$ cat src/hw/rtl/pcamg_pkg.sv
package pcamg_pkg;

    // Sizing of the site store and of the coordinates.
    localparam int MAX_SITES  = 64;
    localparam int COORD_BITS = 16;
    localparam int IDX_W      = $clog2(MAX_SITES);

    // Fixed field widths.
    localparam int SITE_W  = 6;
    localparam int POS_W   = 16;
    localparam int W_W     = 32;
    localparam int H_W     = 32;
    localparam int MASS_W  = 38;
    localparam int NORM_W  = 62;
    localparam int SCORE_W = 48;
    localparam int STEP_W  = 16;
    localparam int NSITE_W = 7;

    // Stream widths.
    localparam int IN_DATA_W  = 120;
    localparam int OUT_DATA_W = 192;
    localparam int CFG_ADDR_W = 2;

    // Score datapath widths.
    localparam int DIFF_W = COORD_BITS + 1;
    localparam int SQ_W   = 2 * DIFF_W;
    localparam int SC_W   = ((SQ_W + 2 > H_W) ? SQ_W + 2 : H_W) + 2;

    // Gradient datapath widths.
    localparam int G_W = MASS_W + 1;
    localparam int P_W = STEP_W + 1 + G_W;

    localparam logic [MASS_W-1:0] MASS_MAX = '1;
    localparam logic [NORM_W-1:0] NORM_MAX = '1;
    localparam longint SCORE_MAX = (64'sd1 <<< (SCORE_W - 1)) - 64'sd1;
    localparam longint SCORE_MIN = -SCORE_MAX - 64'sd1;

    // Operation codes carried on tuser.
    typedef enum logic [1:0] {
        OP_LOAD   = 2'd0,
        OP_POINT  = 2'd1,
        OP_FINISH = 2'd2,
        OP_READ   = 2'd3
    } op_t;

    // Configuration register indexes.
    localparam logic [CFG_ADDR_W-1:0] CFG_SITES = 2'd0;
    localparam logic [CFG_ADDR_W-1:0] CFG_STEP  = 2'd1;
    localparam logic [CFG_ADDR_W-1:0] CFG_THR   = 2'd2;

    // What a sweep through the site store computes.
    typedef enum logic [1:0] {
        SW_POINT = 2'd0,
        SW_NORM  = 2'd1,
        SW_UPD   = 2'd2,
        SW_MASS  = 2'd3
    } sweep_t;

    // Read address source.
    typedef enum logic [1:0] {
        ASEL_CNT  = 2'd0,
        ASEL_WIN  = 2'd1,
        ASEL_ITEM = 2'd2
    } asel_t;

    // Commands from the controller to the datapath.
    typedef struct packed {
        logic             capture;
        logic             wr_site;
        logic             rd_en;
        asel_t            asel;
        logic [IDX_W-1:0] addr;
        logic             first;
        sweep_t           mode;
        logic             acc_wr;
        logic             clear_mass;
        logic             out_load;
    } ctl_t;

    // Status from the datapath to the controller.
    typedef struct packed {
        op_t              op;
        logic [IDX_W-1:0] last_idx;
        logic             converged;
    } sts_t;

endpackage

$ cat src/hw/rtl/pcamg_ctrl.sv
module pcamg_ctrl
(
    input  logic              clk,
    input  logic              rst_n,
    input  logic              s_tvalid,
    output logic              s_tready,
    output logic              m_tvalid,
    input  logic              m_tready,
    input  pcamg_pkg::sts_t   sts,
    output pcamg_pkg::ctl_t   ctl
);

    typedef enum logic [7:0] {
        ST_IDLE   = 8'b0000_0001,
        ST_DISP   = 8'b0000_0010,
        ST_SWEEP  = 8'b0000_0100,
        ST_DRAIN  = 8'b0000_1000,
        ST_MRD    = 8'b0001_0000,
        ST_MWR    = 8'b0010_0000,
        ST_CLEAR  = 8'b0100_0000,
        ST_RESULT = 8'b1000_0000
    } state_t;

    state_t                      state_reg, state_next;
    logic [pcamg_pkg::IDX_W-1:0] cnt_reg, cnt_next;
    logic [1:0]                  drain_reg, drain_next;
    pcamg_pkg::sweep_t           mode_reg, mode_next;
    logic                        out_valid_reg, out_valid_next;

    assign s_tready = (state_reg == ST_IDLE);
    assign m_tvalid = out_valid_reg;

    // State and sweep sequencing.
    always_comb
    begin
        state_next     = state_reg;
        cnt_next       = cnt_reg;
        drain_next     = drain_reg;
        mode_next      = mode_reg;
        out_valid_next = out_valid_reg && !m_tready;
        ctl            = '0;
        ctl.asel       = pcamg_pkg::ASEL_CNT;
        ctl.mode       = mode_reg;
        ctl.addr       = cnt_reg;
        case (state_reg)
            ST_IDLE:
            begin
                if (s_tvalid)
                begin
                    ctl.capture = 1'b1;
                    state_next  = ST_DISP;
                end
            end
            ST_DISP:
            begin
                cnt_next   = '0;
                drain_next = '0;
                case (sts.op)
                    pcamg_pkg::OP_LOAD:
                    begin
                        ctl.wr_site = 1'b1;
                        state_next  = ST_RESULT;
                    end
                    pcamg_pkg::OP_POINT:
                    begin
                        mode_next  = pcamg_pkg::SW_POINT;
                        state_next = ST_SWEEP;
                    end
                    pcamg_pkg::OP_FINISH:
                    begin
                        mode_next  = pcamg_pkg::SW_NORM;
                        state_next = ST_SWEEP;
                    end
                    default:
                    begin
                        ctl.rd_en  = 1'b1;
                        ctl.asel   = pcamg_pkg::ASEL_ITEM;
                        ctl.mode   = pcamg_pkg::SW_MASS;
                        mode_next  = pcamg_pkg::SW_MASS;
                        state_next = ST_DRAIN;
                    end
                endcase
            end
            ST_SWEEP:
            begin
                ctl.rd_en = 1'b1;
                ctl.first = (cnt_reg == '0);
                if (cnt_reg == sts.last_idx)
                begin
                    drain_next = '0;
                    state_next = ST_DRAIN;
                end
                else
                begin
                    cnt_next = cnt_reg + 1'b1;
                end
            end
            ST_DRAIN:
            begin
                // Let the three-stage pipeline empty before acting on its result.
                drain_next = drain_reg + 1'b1;
                if (drain_reg == 2'd3)
                begin
                    case (mode_reg)
                        pcamg_pkg::SW_POINT:
                        begin
                            state_next = ST_MRD;
                        end
                        pcamg_pkg::SW_NORM:
                        begin
                            if (sts.converged)
                            begin
                                state_next = ST_CLEAR;
                            end
                            else
                            begin
                                mode_next  = pcamg_pkg::SW_UPD;
                                cnt_next   = '0;
                                state_next = ST_SWEEP;
                            end
                        end
                        pcamg_pkg::SW_UPD:
                        begin
                            state_next = ST_CLEAR;
                        end
                        default:
                        begin
                            state_next = ST_RESULT;
                        end
                    endcase
                end
            end
            ST_MRD:
            begin
                ctl.rd_en  = 1'b1;
                ctl.asel   = pcamg_pkg::ASEL_WIN;
                ctl.mode   = pcamg_pkg::SW_MASS;
                state_next = ST_MWR;
            end
            ST_MWR:
            begin
                ctl.acc_wr = 1'b1;
                state_next = ST_RESULT;
            end
            ST_CLEAR:
            begin
                ctl.clear_mass = 1'b1;
                state_next     = ST_RESULT;
            end
            ST_RESULT:
            begin
                // The output register is free or drains in this cycle.
                if (!out_valid_reg || m_tready)
                begin
                    ctl.out_load   = 1'b1;
                    out_valid_next = 1'b1;
                    state_next     = ST_IDLE;
                end
            end
            default:
            begin
                state_next = ST_IDLE;
            end
        endcase
    end

    always_ff @(posedge clk or negedge rst_n)
    begin
        if (!rst_n)
        begin
            state_reg     <= ST_IDLE;
            cnt_reg       <= '0;
            drain_reg     <= '0;
            mode_reg      <= pcamg_pkg::SW_POINT;
            out_valid_reg <= 1'b0;
        end
        else
        begin
            state_reg     <= state_next;
            cnt_reg       <= cnt_next;
            drain_reg     <= drain_next;
            mode_reg      <= mode_next;
            out_valid_reg <= out_valid_next;
        end
    end

endmodule

$ cat config.mk
export PLATFORM = sky130hd
export DESIGN_NAME = pcamg_ctrl
export DESIGN_NICKNAME = d
export VERILOG_FILES = /design/src/hw/rtl/pcamg_pkg.sv /design/src/hw/rtl/pcamg_ctrl.sv
export SDC_FILE = /design/constraint.sdc
export NUM_CORES = 1
export LEC_CHECK = 0
export BUFFER_PORTS_ARGS = -buffer_cell sky130_fd_sc_hd__buf_2
export CAP_MARGIN = 25
export CORE_MARGIN = 1.5
export CORE_UTILIZATION = 53
export CTS_CLUSTER_SIZE = 14
export DETAILED_ROUTE_END_ITERATION = 16
export HOLD_SLACK_MARGIN = 0.08
export PLACE_DENSITY = 0.8
export SLEW_MARGIN = 20
export SYNTH_ARGS = -nofsm -noshare
export SYNTH_HDL_FRONTEND = slang
export SYNTH_SLANG_ARGS = --single-unit
$ cat constraint.sdc
create_clock -name clk -period 2.1 [get_ports clk]
set_clock_uncertainty 0.05 [all_clocks]
set_input_delay 0.105 -clock clk [delete_from_list [all_inputs] [get_ports clk]]
set_output_delay 0.105 -clock clk [all_outputs]
set_load 0.05 [all_outputs]
* Word-level counts from Yosys, hierarchy flattened *
Cells that the tools add are included.

storage, ports and cells
  register bits = 19
  input port bits = 13

operators by class
  add/subtract/negate cells = 2
  eq/ne operators = 22
  multiplexer cells = 36
  reductions and logical operators = 17

operator list
  cell                 number
  $pmux 8 s7           1
  $mux 8               4
  $mux 6               4
  $pmux 8 s3           1
  $pmux 6 s3           1
  $ne 2x2->1 const B   8
  $pmux 8 s2           1
  $pmux 2 s2           3
  $pmux 2 s3           2
  $mux 1               11
  $mux 2               5
  $reduce_and 5->1     2
  $eq 8x1->1 const B   1
  $eq 8x2->1 const B   1
  $eq 8x3->1 const B   1
  $eq 8x4->1 const B   1
  $eq 8x5->1 const B   1
  $eq 8x6->1 const B   1
  $eq 8x7->1 const B   1
  $eq 8x8->1 const B   1
  $mux 7               1
  $add 6x1->6 const B  1
  $eq 2x2->1 const B   3
  $eq 6x6->1           1
  other kinds (15)     20

* Logic depth before layout (Yosys ltp) *
Gate-level depths: netlist (run 1).

  word-level depth = 4
  gate-level depth with buffers = 7

* Worst setup path before layout (run 1) *
OpenSTA, ideal clock, no wires.

  path kind = register to output
  start point = register state_reg[7]
  end point = output ctl[14] (netlist bit)
  data arrival time = 2.358 ns
  path slack = -0.413 ns
  cell stages (with the launch flop) = 7
  path buffers = 1
  cell sequence = dfrtp_1 nor4_2 and4b_1 clkbuf_1 and2_1 nor2_1 o21ai_0

RTL lines
  element                 RTL line           text
  start, declared         pcamg_ctrl.sv:24   state_t state_reg, state_next;
  start signal, assigned  pcamg_ctrl.sv:179  state_reg <= state_next;
  end, declared           pcamg_ctrl.sv:10   output pcamg_pkg::ctl_t ctl

==> results of run 1 <==
-- worst reg2reg max path: cells and delay by family (launching register included) --
| kind | cells | cell delay [ns] |
|---|---|---|
| AOI/OAI and AO/OA | 2 | 0.29 |
| and+or+nand+nor | 3 | 0.89 |
| DFF | 1 | 0.47 |
| buffers and inverters | 1 | 0.20 |
-- metal layers --
| layer | part of all wire [%] | vias to the layer above |
|---|---|---|
| li1 | - | 646 |
| met4 | 0.21 | 0 |
| met2 | 50 | 67 |
| met3 | 8.8 | 2 |
| met1 | 41 | 689 |
| met5 | 0 | - |
-- cells in the mapped netlist, drive strengths merged --
master	number
nor3b	1
nand3	7
nand2b	1
nand4b	4
a21oi	8
buf	3
a31oi	2
o21a	1
o32ai	1
or4	1
o22ai	4
nor3	5
o211ai	4
o22a	1
or3	2
clkbuf	1
o21ai	7
o221a	1
nor2	14
and3	4
and4b	4
a211oi	1
nand3b	1
dfstp	1
a311oi	1
nor2b	1
nand2	13
xor2	8
dfrtp	18
o21bai	1
ha	7
nor4	5
inv	10
and2	5
a22oi	1
a32oi	1
-- metrics by stage --
step | setup TNS, ns | hold slack, ns | power (uW) | std cells
after floorplan | 0 | -0.2406 | 1712 | 150
after global placement | 0 | 0.02011 | 2011 | 218
after detailed placement | 0 | 0.02025 | 2054 | 218
after CTS | 0 | 0.1149 | 2364 | 228
after global routing | -0.1974 | 0.1023 | 2626 | 229
final | -0.001887 | 0.1219 | 2482 | 229
-- power by group through the flow --
stage               Clock (uW)  Combinational [uW]  Sequential, uW
floorplan                    0                 975             736
global placement             0                1400             614
detailed placement           0                1430             621
CTS                        202                1540             619
global route               224                1760             638
finish                     205                1650             626
-- timing repair --
item,CTS,global route
gates cloned,0,0
pin swaps,5,5
setup endpoints to repair,9,9
hold buffers,2,0
resized for setup,7,14
buffers inserted,4,1
endpoints found under the hold margin,21,0
-- cell type report --
class,count,area (sq um)
fillers,178,671.9
flip-flops and latches,19,480.5
clock buffers,3,22.52
clock inverters,1,7.507
inverters,10,37.54
multi-input cells,117,863.3
repair buffers,49,334.1
well taps,30,37.54
-- kinds of logic after synthesis --
family / synth area share, %
and+or+nand+nor: 31.07
adders and majority gates: 6.416
buffers and inverters: 4.583
xor gates and xnor gates: 5.133
AOI/OAI and AO/OA: 17.87
DFF: 34.92
-- worst paths after layout --
| check | end | startpoint | slack, ns | cells past startpoint |
|---|---|---|---|---|
| setup / recovery | ctl[14] | state_reg[2] | -0.002 | 6 |
| hold / removal | m_tvalid | m_tready | 0.12 | 3 |
| setup reg to reg | state_reg[7] | state_reg[5] | 0.06 | 6 |
| hold reg to reg | state_reg[4] | mode_reg[0] | 0.48 | 1 |
| max in group asynchronous | state_reg[5] | rst_n | 1.48 | 2 |
| min in group asynchronous | state_reg[4] | rst_n | 0.19 | 2 |
==> results.txt, run 1 <==
# diodes -> 0
Largest net degree at the start of global routing -> 20
Failing checks -> negative setup slack
I/O pin cnt -> 32
Crit path buffers/inverters -> 1
CTS tree -> yes
Synth top area cells -> dfrtp_1, ha_1, xor2_1, nor2_1, nand2_1
Initial antenna violation count -> 0
Layout cells sized above 1 -> 37.19%
Met1 usage -> 37.26%
Post-place instance area -> 1633 sq um
Combinational share of power -> 66.5%
Pwr dens -> 1392 nW/um^2
Final Cell Area -> 1783 sq um
Dominant cell type by area after synthesis -> dfrtp_1
Clock transition at path regs -> 0.13 ns
Vias in the first global route -> 1186
Clock sink count -> 19
Setup WS pre-CTS -> 0.09418 ns
DR iter-0 viols -> 62
First-pass GRT wire length -> 5.513 mm
Avg WL per Cell -> 16.43 um
Achievable Freq -> 475.8 MHz
Max Root-Sink Buffers -> 2
Synthesized flop and latch total -> 19
Switching Power -> 1310 uW
Area grow syn2layout -> 30.61%
CORE AREA -> 2455 sq um
Syn nets -> 170
DP HPWL -> 2.669 mm
Starting density of the core -> 55.61%
Leakage -> 0.0008620 uW
Commonest non-fill, non-tap cells in the layout -> buf_2, buf_4, dfrtp_1
CP peak stage delay -> 0.44 ns
Worst setup margin -> -0.001887 ns
GRT overflow -> 0
Vias -> 1404
Routed Antenna Nets -> 0
RSZ-0062 raised after global routing -> true
Seq pwr share -> 25.2%
Share of the synthesized area in the top cell type -> 33.00%
Overall Global Routing Usage -> 26.18%
Worst hold path class -> in2reg
Die Y -> 53.75 um
Worst slew pin tran -> 0.4330 ns
CP Max Fanout -> 6
Synthesized cell area -> 1365 sq um
Layout Nets -> 220
Syn_area_per_cell -> 9.100 sq um
Final wirelength -> 3.762 mm
CP top delay family -> simple AND/OR/NAND/NOR gates
Most used routing layer -> met2
Worst setup SP type -> flip-flop
Detailed Routing Iterations Pass 1 -> 5
Die width -> 53.75 um
Port bufs -> 31
Max-slew violations -> 0
Max VDD drop -> 1.115 mV
Critical path class -> reg2out
Crit path cell chain -> nor4_4 -> and4b_1 -> and2_4 -> nor2_4 -> o21ai_2 -> buf_6
Most common cell after layout, fill and taps aside -> buf_2
GR Util met3 -> 5.278%
Internal -> 1172 uW
Synth Instances -> 150
Met2 usage -> 41.06%
DR vias/cell -> 6.131
Relative max-transition margin -> 71.13%
DIE AREA -> 2889 sq um
Min Clock Period, post-route -> 2.102 ns
Clk_lat worst skew -> 0.31 ns
Clock root buffer -> clkbuf_4
Final worst-path cycle share -> 100.1%
Final setup fails -> 1
Fin. Hold Viols -> 0
Cts bufs inserted -> 3
# H-tree levels -> 1
DRC violations left -> 0
Post-synthesis cell type count -> 42
Routability cong. -> 0.8459
# rows -> 18
Outcome -> finished with violations
CP required -> 1.95 ns
Seq/Total Area, Yosys -> 34.92%
Clk pwr share -> 8.2%
Worst Setup End Kind -> primary output
Max FFs per register -> 8
Ys Warns -> 0
Crit-path slowest cell -> dfrtp_1
Util after Layout -> 72.63%
Switching portion of total power -> 52.78%
WP data arrival -> 1.95 ns
Max-cap viol count -> 0
Note: power is estimated with default switching activity, not from simulation.
==> run 2: changes to the inputs <==
- GPL_TIMING_DRIVEN: not set -> 0
==> run 2 against run 1 <==
- the flow still finishes with violations (negative setup slack)
- critical path type unchanged
- sequential share of layout area hardly changed
- worst setup slack worse by 0.020 ns
- flip-flop and latch count stayed put
- clock-buffer cell count stayed put
- register-to-register slack better by 0.06 ns
- power is 1.3% higher
- combinational power hardly changed
- final cell count is 0.44% lower
- fmax is 0.94% lower
- clock power is 2% lower
- die area stayed put
- global-route usage is 0.77 points higher
==> results.txt, run 2 (same netlist as run 1, synthesis figures left out) <==
First-pass GRT wire length -> 5.595 mm (was 5.513 mm)
Final setup fails -> 1 (unchanged)
Relative max-transition margin -> 71.49% (was 71.13%)
Worst Setup End Kind -> primary output (unchanged)
Detailed Routing Iterations Pass 1 -> 4 (was 5)
GRT overflow -> 0 (unchanged)
Overall Global Routing Usage -> 26.95% (was 26.18%)
Worst setup margin -> -0.02190 ns (was -0.001887 ns)
Max VDD drop -> 1.074 mV (was 1.115 mV)
Util after Layout -> 73.39% (was 72.63%)
Max-cap viol count -> 0 (unchanged)
Clock transition at path regs -> 0.12 ns (was 0.13 ns)
Max FFs per register -> 8 (unchanged)
Most common cell after layout, fill and taps aside -> buf_2 (unchanged)
# diodes -> 0 (unchanged)
Leakage -> 0.0008575 uW (was 0.0008620 uW)
Reg2reg end -> state_reg[3] (was state_reg[7])
Failing checks -> negative setup slack (unchanged)
Commonest non-fill, non-tap cells in the layout -> buf_2, nand2_1, buf_4 (was buf_2, buf_4, dfrtp_1)
Fin. Hold Viols -> 0 (unchanged)
Cts bufs inserted -> 3 (unchanged)
Die Y -> 53.75 um (unchanged)
Avg WL per Cell -> 15.86 um (was 16.43 um)
Min Clock Period, post-route -> 2.122 ns (was 2.102 ns)
Reg2reg path depth -> 7 (was 6)
# rows -> 18 (unchanged)
Clock root buffer -> clkbuf_4 (unchanged)
Clk_lat worst skew -> 0.32 ns (was 0.31 ns)
WP data arrival -> 1.97 ns (was 1.95 ns)
Met1 usage -> 36.03% (was 37.26%)
Most used routing layer -> met2 (unchanged)
CP Max Fanout -> 4 (was 6)
Vias in the first global route -> 1218 (was 1186)
Largest net degree at the start of global routing -> 20 (unchanged)
Critical path class -> reg2out (unchanged)
Worst setup SP type -> flip-flop (unchanged)
DR vias/cell -> 5.996 (was 6.131)
Critical path launch point -> state_reg[6] (was state_reg[2])
Layout Nets -> 219 (was 220)
CTS tree -> yes (unchanged)
Setup WS pre-CTS -> -0.1023 ns (was 0.09418 ns)
I/O pin cnt -> 32 (unchanged)
Critical Path Sink -> ctl[14] (unchanged)
Die width -> 53.75 um (unchanged)
DP HPWL -> 2.457 mm (was 2.669 mm)
Max-slew violations -> 0 (unchanged)
DIE AREA -> 2889 sq um (unchanged)
Outcome -> finished with violations (unchanged)
DR iter-0 viols -> 28 (was 62)
# H-tree levels -> 1 (unchanged)
Achievable Freq -> 471.3 MHz (was 475.8 MHz)
Fillers -> 184 (was 178)
Slack of the worst reg-to-reg path -> 0.12 ns (was 0.06 ns)
Pwr dens -> 1395 nW/um^2 (was 1392 nW/um^2)
Clock sink count -> 19 (unchanged)
Worst hold path class -> in2reg (unchanged)
DRC violations left -> 0 (unchanged)
Worst min-delay path startpoint -> m_tready (unchanged)
Area grow syn2layout -> 31.99% (was 30.61%)
Final wirelength -> 3.615 mm (was 3.762 mm)
Worst slew pin tran -> 0.4267 ns (was 0.4330 ns)
Final worst-path cycle share -> 101.0% (was 100.1%)
Routability cong. -> 0.8978 (was 0.8459)
Vias -> 1367 (was 1404)
Initial antenna violation count -> 0 (unchanged)
RSZ-0062 raised after global routing -> true (unchanged)
Routed Antenna Nets -> 0 (unchanged)
Layout cells sized above 1 -> 39.39% (was 37.19%)
CP required -> 1.95 ns (about the same)
Max Root-Sink Buffers -> 2 (unchanged)
CORE AREA -> 2455 sq um (unchanged)
Port bufs -> 31 (unchanged)
Reg-to-reg startpoint -> state_reg[5] (unchanged)
GR Util met3 -> 6.944% (was 5.278%)
Starting density of the core -> 55.61% (unchanged)
Met2 usage -> 44.11% (was 41.06%)
-- run 2: cell count changes in the layout (fill, tap and decap cells not counted) --
cell | before | now
buf_4 | 17 | 12
nor2_4 | 1 | 2
dfrtp_1 | 15 | 11
nor2_1 | 11 | 10
clkbuf_4 | 7 | 6
nand3_4 | 0 | 1
dfrtp_2 | 3 | 7
buf_2 | 23 | 25
buf_6 | 1 | 4
nand3_2 | 1 | 0
-- run 2: worst min-delay path by stage --
stage	endpoint	depth (start not counted)
after floorplan	cnt_reg[0]	0
after global placement	state_reg[5]	1
after detailed placement	state_reg[5]	1
after CTS	m_tvalid	3
after global routing	state_reg[7]	3
final	m_tvalid	3
-- run 2: worst max-delay path: stages, from the launching register on --
cell and delay [ns]:
dfrtp_2 0.46, nor4_4 0.37, and4b_2 0.34, and2_4 0.18, nor2_4 0.04, o21ai_2 0.08
buf_6 0.17
-- run 2: per-layer routing --
metal  wire length, um  up-vias
li1                  -      645
met1              1489      663
met2              1787       52
met3               283        7
met4                55        0
met5                 0        -
-- run 2: metrics by stage --
step / cells / TNS, ns / hold slack, ns / instance area [sq um] / total power (uW)
6_report: 228 / -0.02190 / 0.1089 / 1802 / 2514
5_1_grt: 228 / -0.4343 / 0.1234 / 1802 / 2691
3_5_place_dp: 211 / -0.2028 / 0.01675 / 1575 / 2007
2_1_floorplan: 150 / 0 / -0.2406 / 1383 / 1712
3_3_place_gp: 211 / -0.1760 / 0.01753 / 1575 / 1961
4_1_cts: 219 / -0.01453 / 0.1086 / 1687 / 2329
-- run 2: power breakdown --
| group | internal [uW] | total, uW | switching, uW |
|---|---|---|---|
| Combinational | 654 | 1680 | 1020 |
| Sequential | 482 | 637 | 155 |
| Clock | 73.0 | 200 | 127 |
-- run 2: final cells by class --
type	count	area, sq um	share of cell area (%)
flip-flops and latches	19	485.5	26.94
multi-input cells	117	878.3	48.75
repair buffers	45	309.0	17.15
clock buffers	3	22.52	1.250
inverters	10	37.54	2.083
well taps	30	37.54	2.083
clock inverters	1	7.507	0.4167
plain buffers	3	23.77	1.319
-- run 2: repair_timing --
action	CTS	global route
gates resized for setup	12	18
setup endpoints to repair	11	14
pin swaps	4	8
hold buffers	2	0
gates cloned	0	0
endpoints found under the hold margin	21	0
buffers inserted	3	9
==> run 3: changes to the inputs <==
- CELL_PAD_IN_SITES_DETAIL_PLACEMENT: not set -> 1
- CELL_PAD_IN_SITES_GLOBAL_PLACEMENT: not set -> 1
- CORE_UTILIZATION: 53 -> 40
==> run 3 against run 2 <==
- the run still ends with negative setup slack left
- worst setup slack improved by 0.018 ns
- wire length up 30%
- flip-flop and latch count unchanged
- clock-buffer cell count did not move
- fmax increased by 0.84%
- combinational power up 11%
- power grew 8.6%
- critical endpoint is now cnt_reg[1]
==> results.txt, run 3 (same netlist as run 1, synthesis figures left out) <==
Fillers -> 406 (was 184)
WP data arrival -> 2.28 ns (was 1.97 ns)
RSZ-0062 raised after global routing -> true (unchanged)
Area grow syn2layout -> 38.50% (was 31.99%)
Worst Setup End Kind -> flip-flop (was primary output)
Worst hold path class -> in2reg (unchanged)
I/O pin cnt -> 32 (unchanged)
First-pass GRT wire length -> 6.596 mm (was 5.595 mm)
Layout Nets -> 226 (was 219)
Most common cell after layout, fill and taps aside -> buf_2 (unchanged)
Cts bufs inserted -> 3 (unchanged)
Min Clock Period, post-route -> 2.104 ns (was 2.122 ns)
Final setup fails -> 3 (was 1)
Area of the multi-input gates -> 883.3 sq um (was 878.3 sq um)
# diodes -> 0 (unchanged)
Final wirelength -> 4.701 mm (was 3.615 mm)
Combinational share of power -> 68.1% (was 66.7%)
Worst setup margin -> -0.004168 ns (was -0.02190 ns)
Overall Global Routing Usage -> 23.87% (was 26.95%)
CORE AREA -> 3311 sq um (was 2455 sq um)
Switching Power -> 1429 uW (was 1304 uW)
Final worst-path cycle share -> 100.2% (was 101.0%)
Clk_lat worst skew -> 0.32 ns (about the same)
Fin. Hold Viols -> 0 (unchanged)
Starting density of the core -> 41.23% (was 55.61%)
Clock sink count -> 19 (unchanged)
Max VDD drop -> 0.7511 mV (was 1.074 mV)
Hold depth -> 3 (unchanged)
Commonest non-fill, non-tap cells in the layout -> buf_2, buf_4, dfrtp_1 (was buf_2, nand2_1, buf_4)
Seq pwr share -> 24.0% (was 25.3%)
Clock root buffer -> clkbuf_4 (unchanged)
DR vias/cell -> 5.701 (was 5.996)
Outcome -> finished with violations (unchanged)
Vias in the first global route -> 1321 (was 1218)
DIE AREA -> 3772 sq um (was 2889 sq um)
Worst slew pin tran -> 0.4643 ns (was 0.4267 ns)
Die width -> 61.42 um (was 53.75 um)
Avg WL per Cell -> 18.73 um (was 15.86 um)
Failing checks -> negative setup slack (unchanged)
Clk pwr share -> 7.9% (was 8.0%)
Switching portion of total power -> 52.33% (was 51.89%)
Sequential Area -> 483.0 sq um (was 485.5 sq um)
CP required -> 2.27 ns (was 1.95 ns)
Port bufs -> 31 (unchanged)
Max FFs per register -> 8 (unchanged)
# H-tree levels -> 1 (unchanged)
Max-cap viol count -> 0 (unchanged)
Routed Antenna Nets -> 0 (unchanged)
Max-slew violations -> 0 (unchanged)
Max Root-Sink Buffers -> 2 (unchanged)
Initial antenna violation count -> 0 (unchanged)
Layout cells sized above 1 -> 41.95% (was 39.39%)
Critical path class -> reg2reg (was reg2out)
Setup TNS -> -0.007002 ns (was -0.02190 ns)
CTS tree -> yes (unchanged)
Largest net degree at the start of global routing -> 20 (unchanged)
DRC violations left -> 0 (unchanged)
Pwr dens -> 1445 nW/um^2 (was 1395 nW/um^2)
# rows -> 21 (was 18)
CP Max Fanout -> 6 (was 4)
Relative max-transition margin -> 68.98% (was 71.49%)
Clock transition at path regs -> 0.14 ns (was 0.12 ns)
Achievable Freq -> 475.2 MHz (was 471.3 MHz)
Internal -> 1302 uW (was 1210 uW)
Vias -> 1431 (was 1367)
Die Y -> 61.42 um (was 53.75 um)
DP HPWL -> 3.053 mm (was 2.457 mm)
DR iter-0 viols -> 66 (was 28)
Setup WS pre-CTS -> -0.1810 ns (was -0.1023 ns)
Reg2reg path depth -> 7 (unchanged)
Detailed Routing Iterations Pass 1 -> 4 (unchanged)
Worst setup SP type -> flip-flop (unchanged)
Leakage -> 0.0008964 uW (was 0.0008575 uW)
GRT overflow -> 0 (unchanged)
Routability cong. -> 0.7970 (was 0.8978)
run 3: cell types whose count changed in the layout (fill, tap and decap cells not counted), sizes merged:
cell    before  now
clkbuf       6    5
buf         43   51
run 3: final timing paths:
path	from	end	slack (ns)
min reg2reg	mode_reg[0]	state_reg[4]	0.49
min	m_tready	m_tvalid	0.11
min in group asynchronous	rst_n	state_reg[1]	0.19
max	state_reg[5]	cnt_reg[1]	-0.004
max in group asynchronous	rst_n	cnt_reg[1]	1.46
max reg2reg	state_reg[5]	cnt_reg[1]	-0.004
run 3: critical path: stages (launching register included):
cell and delay [ns]:
dfrtp_2 0.47, nor4_4 0.36, buf_4 0.20, buf_4 0.12
and2_1 0.17, a21oi_1 0.10, o221a_2 0.32, o21ai_0 0.21
run 3: routing by layer:
layer / global-route usage, % / vias up / share of wire, %
li1: - / 655 / -
met1: 33.38 / 715 / 42
met2: 39.82 / 49 / 51
met3: 3.992 / 12 / 3.8
met4: 3.647 / 0 / 2.7
met5: 0 / - / 0
run 3: power groups by stage:
stage / Sequential [uW] / Clock [uW] / Combinational (uW)
6_report: 655 / 216 / 1860
5_1_grt: 670 / 227 / 1990
4_1_cts: 655 / 212 / 1570
3_5_place_dp: 654 / 0 / 1400
3_3_place_gp: 640 / 0 / 1340
2_1_floorplan: 736 / 0 / 975
run 3: repair_timing:
action,CTS,global route
hold endpoints to repair,21,0
pin swaps,4,10
hold buffers,2,0
setup buffers,6,13
endpoints found under the setup margin,18,20
cloned,0,0
resized for setup,18,18
run 3: layout make-up:
class	instances	share of cell area, %
Multi-Input combinational cell	117	46.72
Sequential cell	19	25.55
Timing Repair Buffer	52	19.85
Tap cell	46	3.044
Inverter	10	1.985
Buffer	3	1.257
Clock buffer	3	1.191
Clock inverter	1	0.3971
run 3: through the flow:
step / utilization (%) / std cells / total power [uW] / cell area [sq um] / hold slack [ns]
global placement: 48.19 / 227 / 1983 / 1595 / 0.02279
global route: 57.11 / 251 / 2892 / 1891 / 0.1336
detailed placement: 48.19 / 227 / 2055 / 1595 / 0.02735
floorplan: - / 150 / 1712 / 1383 / -0.2406
finish: 57.11 / 251 / 2731 / 1891 / 0.1108
CTS: 52.65 / 238 / 2436 / 1743 / 0.09009
